$ cat src/hw/rtl/bracket_balance_checker_assert.svh
// ----------------------------------------------------------------------------
// Assertion macros for the bracket balance checker
// Each macro expects clk and rst_n in scope and reports through $error.
// ----------------------------------------------------------------------------
`ifndef BRACKET_BALANCE_CHECKER_ASSERT_SVH
`define BRACKET_BALANCE_CHECKER_ASSERT_SVH

// Condition holds at every edge outside reset
`define BBC_ASSERT_HOLDS(label, cond) \
    label: assert property (@(posedge clk) disable iff (!rst_n) (cond)) \
        else $error("bbc: invariant violated");

// Antecedent implies consequent in the same cycle
`define BBC_ASSERT_IMPLY(label, ante, cons) \
    label: assert property (@(posedge clk) disable iff (!rst_n) (ante) |-> (cons)) \
        else $error("bbc: implication violated");

// Antecedent implies consequent in the next cycle
`define BBC_ASSERT_NEXT(label, ante, cons) \
    label: assert property (@(posedge clk) disable iff (!rst_n) (ante) |=> (cons)) \
        else $error("bbc: next-cycle check violated");

`endif

$ cat src/hw/rtl/bbc_pkg.sv
// ----------------------------------------------------------------------------
// bbc_pkg
// Shared types, character codes and status codes of the bracket checker.
// ----------------------------------------------------------------------------
package bbc_pkg;

    localparam int CHAR_W      = 8;
    localparam int OUT_LINE_W  = 16;
    localparam int QUEUE_DEPTH = 2;

    // Token operations passed from the lexer to the stack engine
    localparam logic [1:0] OP_NONE = 2'd0;
    localparam logic [1:0] OP_PUSH = 2'd1;
    localparam logic [1:0] OP_POP  = 2'd2;

    // Bracket kinds
    localparam logic [1:0] KIND_PAREN   = 2'd0;
    localparam logic [1:0] KIND_BRACE   = 2'd1;
    localparam logic [1:0] KIND_BRACKET = 2'd2;

    // Result status codes, also used as the latched error code
    localparam logic [1:0] ST_OK        = 2'd0;
    localparam logic [1:0] ST_OPEN      = 2'd1;
    localparam logic [1:0] ST_BAD_CLOSE = 2'd2;
    localparam logic [1:0] ST_OVERFLOW  = 2'd3;

    // Character codes
    localparam logic [CHAR_W-1:0] CH_LPAREN = 8'h28;
    localparam logic [CHAR_W-1:0] CH_RPAREN = 8'h29;
    localparam logic [CHAR_W-1:0] CH_LBRACE = 8'h7B;
    localparam logic [CHAR_W-1:0] CH_RBRACE = 8'h7D;
    localparam logic [CHAR_W-1:0] CH_LBRACK = 8'h5B;
    localparam logic [CHAR_W-1:0] CH_RBRACK = 8'h5D;
    localparam logic [CHAR_W-1:0] CH_SEMI   = 8'h3B;
    localparam logic [CHAR_W-1:0] CH_QUOTE  = 8'h22;
    localparam logic [CHAR_W-1:0] CH_BSLASH = 8'h5C;
    localparam logic [CHAR_W-1:0] CH_NL     = 8'h0A;
    localparam logic [CHAR_W-1:0] CH_NUL    = 8'h00;

    // Control part of one token
    typedef struct packed {
        logic [1:0] op;
        logic [1:0] kind;
        logic       last;
    } tok_ctl_t;

    localparam int TOK_CTL_W = $bits(tok_ctl_t);

    function automatic logic [CHAR_W-1:0] opener_char(input logic [1:0] kind);
        logic [CHAR_W-1:0] ch;
        unique case (kind)
            KIND_PAREN:   ch = CH_LPAREN;
            KIND_BRACE:   ch = CH_LBRACE;
            KIND_BRACKET: ch = CH_LBRACK;
            default:      ch = CH_NUL;
        endcase
        return ch;
    endfunction

    function automatic logic [CHAR_W-1:0] closer_char(input logic [1:0] kind);
        logic [CHAR_W-1:0] ch;
        unique case (kind)
            KIND_PAREN:   ch = CH_RPAREN;
            KIND_BRACE:   ch = CH_RBRACE;
            KIND_BRACKET: ch = CH_RBRACK;
            default:      ch = CH_NUL;
        endcase
        return ch;
    endfunction

endpackage

$ cat src/hw/rtl/bbc_back.sv
// ----------------------------------------------------------------------------
// bbc_back
// Stack engine: applies push and pop tokens to the bracket stack, latches
// the first error and delivers the result on the last token of a text.
// ----------------------------------------------------------------------------
`include "bracket_balance_checker_assert.svh"

module bbc_back #(
    parameter int STACK_DEPTH = 64,
    parameter int LINE_WIDTH  = 16
) (
    input  logic                           clk,
    input  logic                           rst_n,
    input  logic                           tok_valid,
    input  bbc_pkg::tok_ctl_t              tok_ctl,
    input  logic [LINE_WIDTH-1:0]          tok_line,
    output logic                           tok_take,
    output logic                           out_valid,
    input  logic                           out_stall,
    output logic [1:0]                     status,
    output logic [bbc_pkg::CHAR_W-1:0]     culprit_char,
    output logic [bbc_pkg::OUT_LINE_W-1:0] culprit_line
);
    import bbc_pkg::*;

    localparam int ADDR_W  = $clog2(STACK_DEPTH);
    localparam int LEVEL_W = $clog2(STACK_DEPTH + 1);
    localparam int ENTRY_W = 2 + LINE_WIDTH;
    localparam logic [LEVEL_W-1:0] LEVEL_FULL = LEVEL_W'(STACK_DEPTH);

    // Stack: top entry in flops, entries below it in memory; sub_reg holds
    // the entry just below the top, read ahead every cycle
    logic [ENTRY_W-1:0]    stack_mem [STACK_DEPTH];
    logic [ENTRY_W-1:0]    sub_reg;
    logic [1:0]            top_kind_reg, top_kind_next;
    logic [LINE_WIDTH-1:0] top_line_reg, top_line_next;
    logic [LEVEL_W-1:0]    level_reg, level_next;
    logic [1:0]            err_code_reg, err_code_next;
    logic [CHAR_W-1:0]     err_char_reg, err_char_next;
    logic [LINE_WIDTH-1:0] err_line_reg, err_line_next;

    logic                  mem_we;
    logic [LEVEL_W-1:0]    wr_full, rd_full;
    logic [ADDR_W-1:0]     wr_addr, rd_addr;

    logic [1:0]            res_status;
    logic [CHAR_W-1:0]     res_char;
    logic [LINE_WIDTH-1:0] res_line;

    logic                  out_valid_reg;
    logic [1:0]            status_reg;
    logic [CHAR_W-1:0]     char_reg;
    logic [OUT_LINE_W-1:0] line_reg;

    // Take a token unless it carries a result that cannot be placed
    assign tok_take = tok_valid && (!tok_ctl.last || !out_valid_reg || !out_stall);

    // Apply the token to the stack and the error latch
    always_comb
    begin
        level_next    = level_reg;
        top_kind_next = top_kind_reg;
        top_line_next = top_line_reg;
        err_code_next = err_code_reg;
        err_char_next = err_char_reg;
        err_line_next = err_line_reg;
        mem_we        = 1'b0;
        res_status    = ST_OK;
        res_char      = CH_NUL;
        res_line      = '0;

        if (tok_take && err_code_reg == ST_OK)
        begin
            unique case (tok_ctl.op)
                OP_PUSH:
                begin
                    if (level_reg == LEVEL_FULL)
                    begin
                        err_code_next = ST_OVERFLOW;
                        err_char_next = opener_char(tok_ctl.kind);
                        err_line_next = tok_line;
                    end
                    else
                    begin
                        mem_we        = (level_reg != '0);
                        level_next    = level_reg + 1'b1;
                        top_kind_next = tok_ctl.kind;
                        top_line_next = tok_line;
                    end
                end
                OP_POP:
                begin
                    if (level_reg != '0 && top_kind_reg == tok_ctl.kind)
                    begin
                        level_next    = level_reg - 1'b1;
                        top_kind_next = sub_reg[ENTRY_W-1 -: 2];
                        top_line_next = sub_reg[LINE_WIDTH-1:0];
                    end
                    else
                    begin
                        err_code_next = ST_BAD_CLOSE;
                        err_char_next = closer_char(tok_ctl.kind);
                        err_line_next = tok_line;
                    end
                end
                default: ;
            endcase
        end

        // Form the report from the state after this token
        if (err_code_next != ST_OK)
        begin
            res_status = err_code_next;
            res_char   = err_char_next;
            res_line   = err_line_next;
        end
        else if (level_next != '0)
        begin
            res_status = ST_OPEN;
            res_char   = opener_char(top_kind_next);
            res_line   = top_line_next;
        end

        // Drop all text state after the report
        if (tok_take && tok_ctl.last)
        begin
            level_next    = '0;
            err_code_next = ST_OK;
            err_char_next = CH_NUL;
            err_line_next = '0;
        end
    end

    assign wr_full = level_reg - LEVEL_W'(1);
    assign wr_addr = wr_full[ADDR_W-1:0];
    assign rd_full = level_next - LEVEL_W'(2);
    assign rd_addr = rd_full[ADDR_W-1:0];

    // Spill the old top and read ahead the entry below the new top
    always_ff @(posedge clk)
    begin
        if (mem_we)
        begin
            stack_mem[wr_addr] <= {top_kind_reg, top_line_reg};
        end
        if (mem_we && wr_addr == rd_addr)
        begin
            sub_reg <= {top_kind_reg, top_line_reg};
        end
        else
        begin
            sub_reg <= stack_mem[rd_addr];
        end
        top_kind_reg <= top_kind_next;
        top_line_reg <= top_line_next;
    end

    // Hold control state and error latch
    always_ff @(posedge clk or negedge rst_n)
    begin
        if (!rst_n)
        begin
            level_reg    <= '0;
            err_code_reg <= ST_OK;
            err_char_reg <= CH_NUL;
            err_line_reg <= '0;
        end
        else
        begin
            level_reg    <= level_next;
            err_code_reg <= err_code_next;
            err_char_reg <= err_char_next;
            err_line_reg <= err_line_next;
        end
    end

    // Output register: load on the last token, drop when taken
    always_ff @(posedge clk or negedge rst_n)
    begin
        if (!rst_n)
        begin
            out_valid_reg <= 1'b0;
        end
        else if (tok_take && tok_ctl.last)
        begin
            out_valid_reg <= 1'b1;
        end
        else if (!out_stall)
        begin
            out_valid_reg <= 1'b0;
        end
    end

    always_ff @(posedge clk)
    begin
        if (tok_take && tok_ctl.last)
        begin
            status_reg <= res_status;
            char_reg   <= res_char;
            line_reg   <= OUT_LINE_W'(res_line);
        end
    end

    assign out_valid    = out_valid_reg;
    assign status       = status_reg;
    assign culprit_char = char_reg;
    assign culprit_line = line_reg;

    `BBC_ASSERT_HOLDS(a_level_bound, level_reg <= LEVEL_FULL)
    `BBC_ASSERT_NEXT(a_error_sticky, err_code_reg != ST_OK && !(tok_take && tok_ctl.last), $stable(err_code_reg))
    `BBC_ASSERT_IMPLY(a_ok_clean, out_valid_reg && status_reg == ST_OK, char_reg == CH_NUL && line_reg == '0)

endmodule

$ cat config.mk
export PLATFORM = sky130hd
export DESIGN_NAME = bbc_back
export DESIGN_NICKNAME = d
export VERILOG_FILES = /design/src/hw/rtl/bbc_pkg.sv /design/src/hw/rtl/bbc_back.sv
export VERILOG_INCLUDE_DIRS = /design/src /design/src/hw/rtl
export SDC_FILE = /design/constraint.sdc
export NUM_CORES = 1
export LEC_CHECK = 0
export ABC_AREA = 0
export BUFFER_PORTS_ARGS = -buffer_cell sky130_fd_sc_hd__buf_2
export CORE_UTILIZATION = 35
export CTS_BUF_LIST = sky130_fd_sc_hd__clkbuf_4 sky130_fd_sc_hd__clkbuf_8
export CTS_CLUSTER_DIAMETER = 200
export CTS_CLUSTER_SIZE = 28
export DETAILED_ROUTE_END_ITERATION = 7
export GPL_ROUTABILITY_DRIVEN = 0
export HOLD_SLACK_MARGIN = 0.15
export PLACE_DENSITY = 0.49
export REMOVE_ABC_BUFFERS = 1
export SLEW_MARGIN = 20
export SYNTH_ARGS = -nofsm -noshare
export SYNTH_HDL_FRONTEND = slang
export SYNTH_SLANG_ARGS = --single-unit
$ cat constraint.sdc
create_clock -name clk -period 7.7 [get_ports clk]
set_input_delay 0.385 -clock clk [delete_from_list [all_inputs] [get_ports clk]]
set_output_delay 0.385 -clock clk [all_outputs]
set_load 0.01 [all_outputs]
==> impl_metrics.csv <==
group,metric,value,unit
pwr,p_leak,0.01623,µW
setup_path,worst_setup_path_start_kind,"flop",
pwr,p_per_area,257.0,nW/µm²
grt,grt_usage,18.64,%
finish,utilization,38.39,%
clock_network,clkSinkCount,1236,
timing,finalCritPeriodShare,55.80,%
setup_path,crit_buf_inv,2,
clock_network,cts_tree,"done",
yosys,syn_area,47900,µm²
routing,dr.first_iter.drc_count,2759,
setup_path,cp_top_family,"multiplexers",
die,die_w,371.9,µm
grt,grt_pass1_vias,23880,
yosys,async_flop_share,2.751,%
routing,wire_per_inst,30.54,µm
setup_path,crit_arrival,4830,ps
die,top_level_ports,53,
setup_path,max_stage_delay,880,ps
yosys,synth_warnings,0,
run,maxCapViolCount,0,
timing,finalHoldViolations,0,
timing,setup_tns,0,ps
yosys,syn_inst,2294,
timing,fmax,232.7,MHz
place,dpl.hpwl,74.29,mm
timing,max-slew-margin-rel,26.87,%
setup_path,crit_type,"flop to flop",
place,port_buffers,52,
clock_network,cts_resized,0,
timing,layout_setup_ws,3403,ps
finish,area_growth,8.711,%
outcome,status,"finished, final reports clean",
yosys,ys_seq_elements,1236,
place,preCtsSetupSlack,3355,ps
clock_network,clock_latency,830,ps
timing,period_needed,4297,ps
finish,fill_cells,12200,
die,die_h,371.9,µm
timing,tightestPinTransition,1089,ps
clock_network,cts_made_buffers,50,
finish,max_flop_register,"stack_mem",
routing,drt_first_pass_iters,6,
die,core-area,135600,µm²
finish,final_cells,4211,
finish,largest_reg_flops,1152,
yosys,synth_enable_flop_cells,1178,
routing,via_per_inst,5.596,
setup_path,crit_chain,"buf_4 -> mux4_2 -> mux4_2 -> nand2_1 -> a21boi_0 -> nor3_1 -> inv_1 -> ha_1 -> o21ai_0 -> o32ai_1",
routing,post-route-drc-count,0,
routing,wirelength,128.6,mm
setup_path,path_common_cell,"mux4_2",
timing,skew,65.56,ps
clock_network,clk_pin_slew_worst_paths,170,ps
timing,slew_violations,0,
die,dieArea,138300,µm²
place,place_inst,4102,
setup_path,end_kind,"flop",
clock_network,htreeDepth,2,
setup_path,required,8240,ps
clock_network,cts_max_path_buffers,3,
timing,rsz0062_at_grt,"false",
timing,finalSetupViolations,0,
pwr,vdd_drop_max,0.1491,mV
yosys,synthDominantCellAreaShare,73.85,%
yosys,synth_area_leaders,"edfxtp_1 74%, mux4_2 14%, dfrtp_1 1.8%",
setup_path,critical_path_peak_fanout,34,
grt,grt_pass1_wl,182.7,mm
yosys,syn_area_per_cell,20.88,µm²
yosys,seq_area_frac_synth,76.63,%
yosys,ys_types,63,
finish,drive_gt1_share,26.35,%
grt,antenna_found_initial,6,
grt,grt_max_degree,79,
grt,overflow,0,
yosys,synth_top_area_cell,"edfxtp_1",
routing,vias,23560,
routing,ant_nets,0,
setup_path,cp_slowest_cell,"dfxtp_4",
hold_path,hold_class,"input pin to async pin",
die,fp-row-count,135,
clock_network,clock-root-buffer,"clkbuf_8",
pwr,finalPower,13380,µW
die,start_util,35.31,%
yosys,ys.flop_type,"edfxtp_1",
finish,finalNetCount,2432,
[cells in the mapped netlist, types with 16 or more instances]
cell type	n
mux4_2	306
nand2_1	74
clkbuf_1	69
o21ai_0	33
dfrtp_1	34
inv_1	23
nand3_1	18
a21oi_1	47
nor2_1	134
dfxtp_1	24
buf_1	16
a22oi_1	110
buf_2	41
edfxtp_1	1178
[placed cells by master, fill, tap and decap left out, types with 6 or more instances in the layout]
cell type and instances:
a21boi_0 7, a21oi_1 46, a221oi_1 6, a22o_1 12, a22oi_1 110, a31o_1 9, a31o_2 8, and2_1 8
buf_12 6, buf_2 52, buf_4 101, clkbuf_4 32, clkbuf_8 51, dfrtp_1 34, dfxtp_2 19, dlygate4sd3_1 22
edfxtp_1 1178, ha_1 12, inv_1 22, mux2i_1 9, mux4_2 306, nand2_1 74, nand2b_1 6, nand3_1 18
nor2_1 93, nor2_2 37, nor3_1 8, o211ai_1 11, o21ai_0 33, o22ai_1 7, xnor2_1 6, xor2_1 6
[power by group]
group,switching (µW),leakage (µW),total (µW),internal [µW]
combinational,1820,0.00422,2630,810
clock,1920,0.000532,2710,789
sequential,122,0.0115,8040,7920
[worst reg2reg max path, cell delays in order, from the launching register on]
cell and delay, ps:
dfxtp_4 880, buf_4 730, mux4_2 590, mux4_2 470
nand2_1 170, a21boi_0 130, nor3_1 340, inv_1 150
ha_1 230, o21ai_0 210, o32ai_1 130
[worst paths after layout]
| path | from | to | slack [ps] | depth (start not counted) |
|---|---|---|---|---|
| max reg2reg | flop | culprit_char[5]$_DFFE_PP_ | 3400 | 10 |
| min reg2reg | err_char_reg[4]$_DFF_PN0_ | err_char_reg[4]$_DFF_PN0_ | 540 | 2 |
| max | flop | culprit_char[5]$_DFFE_PP_ | 3400 | 10 |
| max in group asynchronous | rst_n | err_line_reg[6]$_DFF_PN0_ | 6820 | 2 |
| min | rst_n | out_valid$_DFFE_PN0P_ | 240 | 2 |
| min in group clk | tok_valid | err_code_reg[1]$_DFF_PN0_ | 360 | 4 |
[metal layers]
| layer | GRT usage (%) | part of all wire, % |
|---|---|---|
| met2 | 29.58 | 47 |
| met5 | 0 | 0 |
| met1 | 27.31 | 45 |
| met3 | 2.679 | 5.8 |
| met4 | 3.964 | 2.1 |
[per-stage QoR]
| stage | cell area [µm²] | hold slack (ps) |
|---|---|---|
| detailed placement | 50860 | 486.0 |
| CTS | 52070 | 175.8 |
| finish | 52070 | 239.2 |
| global route | 52070 | 271.4 |
| global placement | 50850 | 479.4 |
| floorplan | 47320 | 89.41 |
[repair_timing]
item / CTS / global route
setup buffers: 0 / 0
hold buffers: 22 / 0
endpoints found under the setup margin: 0 / 0
endpoints found under the hold margin: 88 / 0
[cell families after synthesis]
kind of cell             count (synthesis)  share of synthesized area, %
AO/OA/AOI/OAI                          284                         4.200
flip-flops                            1236                         76.63
XOR/XNOR                                12                        0.2194
multiplexers                           319                         14.67
AND/OR/NAND/NOR                        276                         2.568
adder cells (fa/ha/maj)                 12                        0.3134
buffers and inverters                  155                         1.400
[cell type report]
cell class	count	area [µm²]	area share [%]
sequential	1236	36740	70.56
multi-input combinational	903	10660	20.47
tap	1781	2228	4.279
timing repair buffer	181	1359	2.609
clock buffer	83	942.2	1.809
inverter	23	86.33	0.1658
clock inverter	3	48.80	0.09371
antenna	1	2.502	0.004806
(Power assumes the default switching activity.)
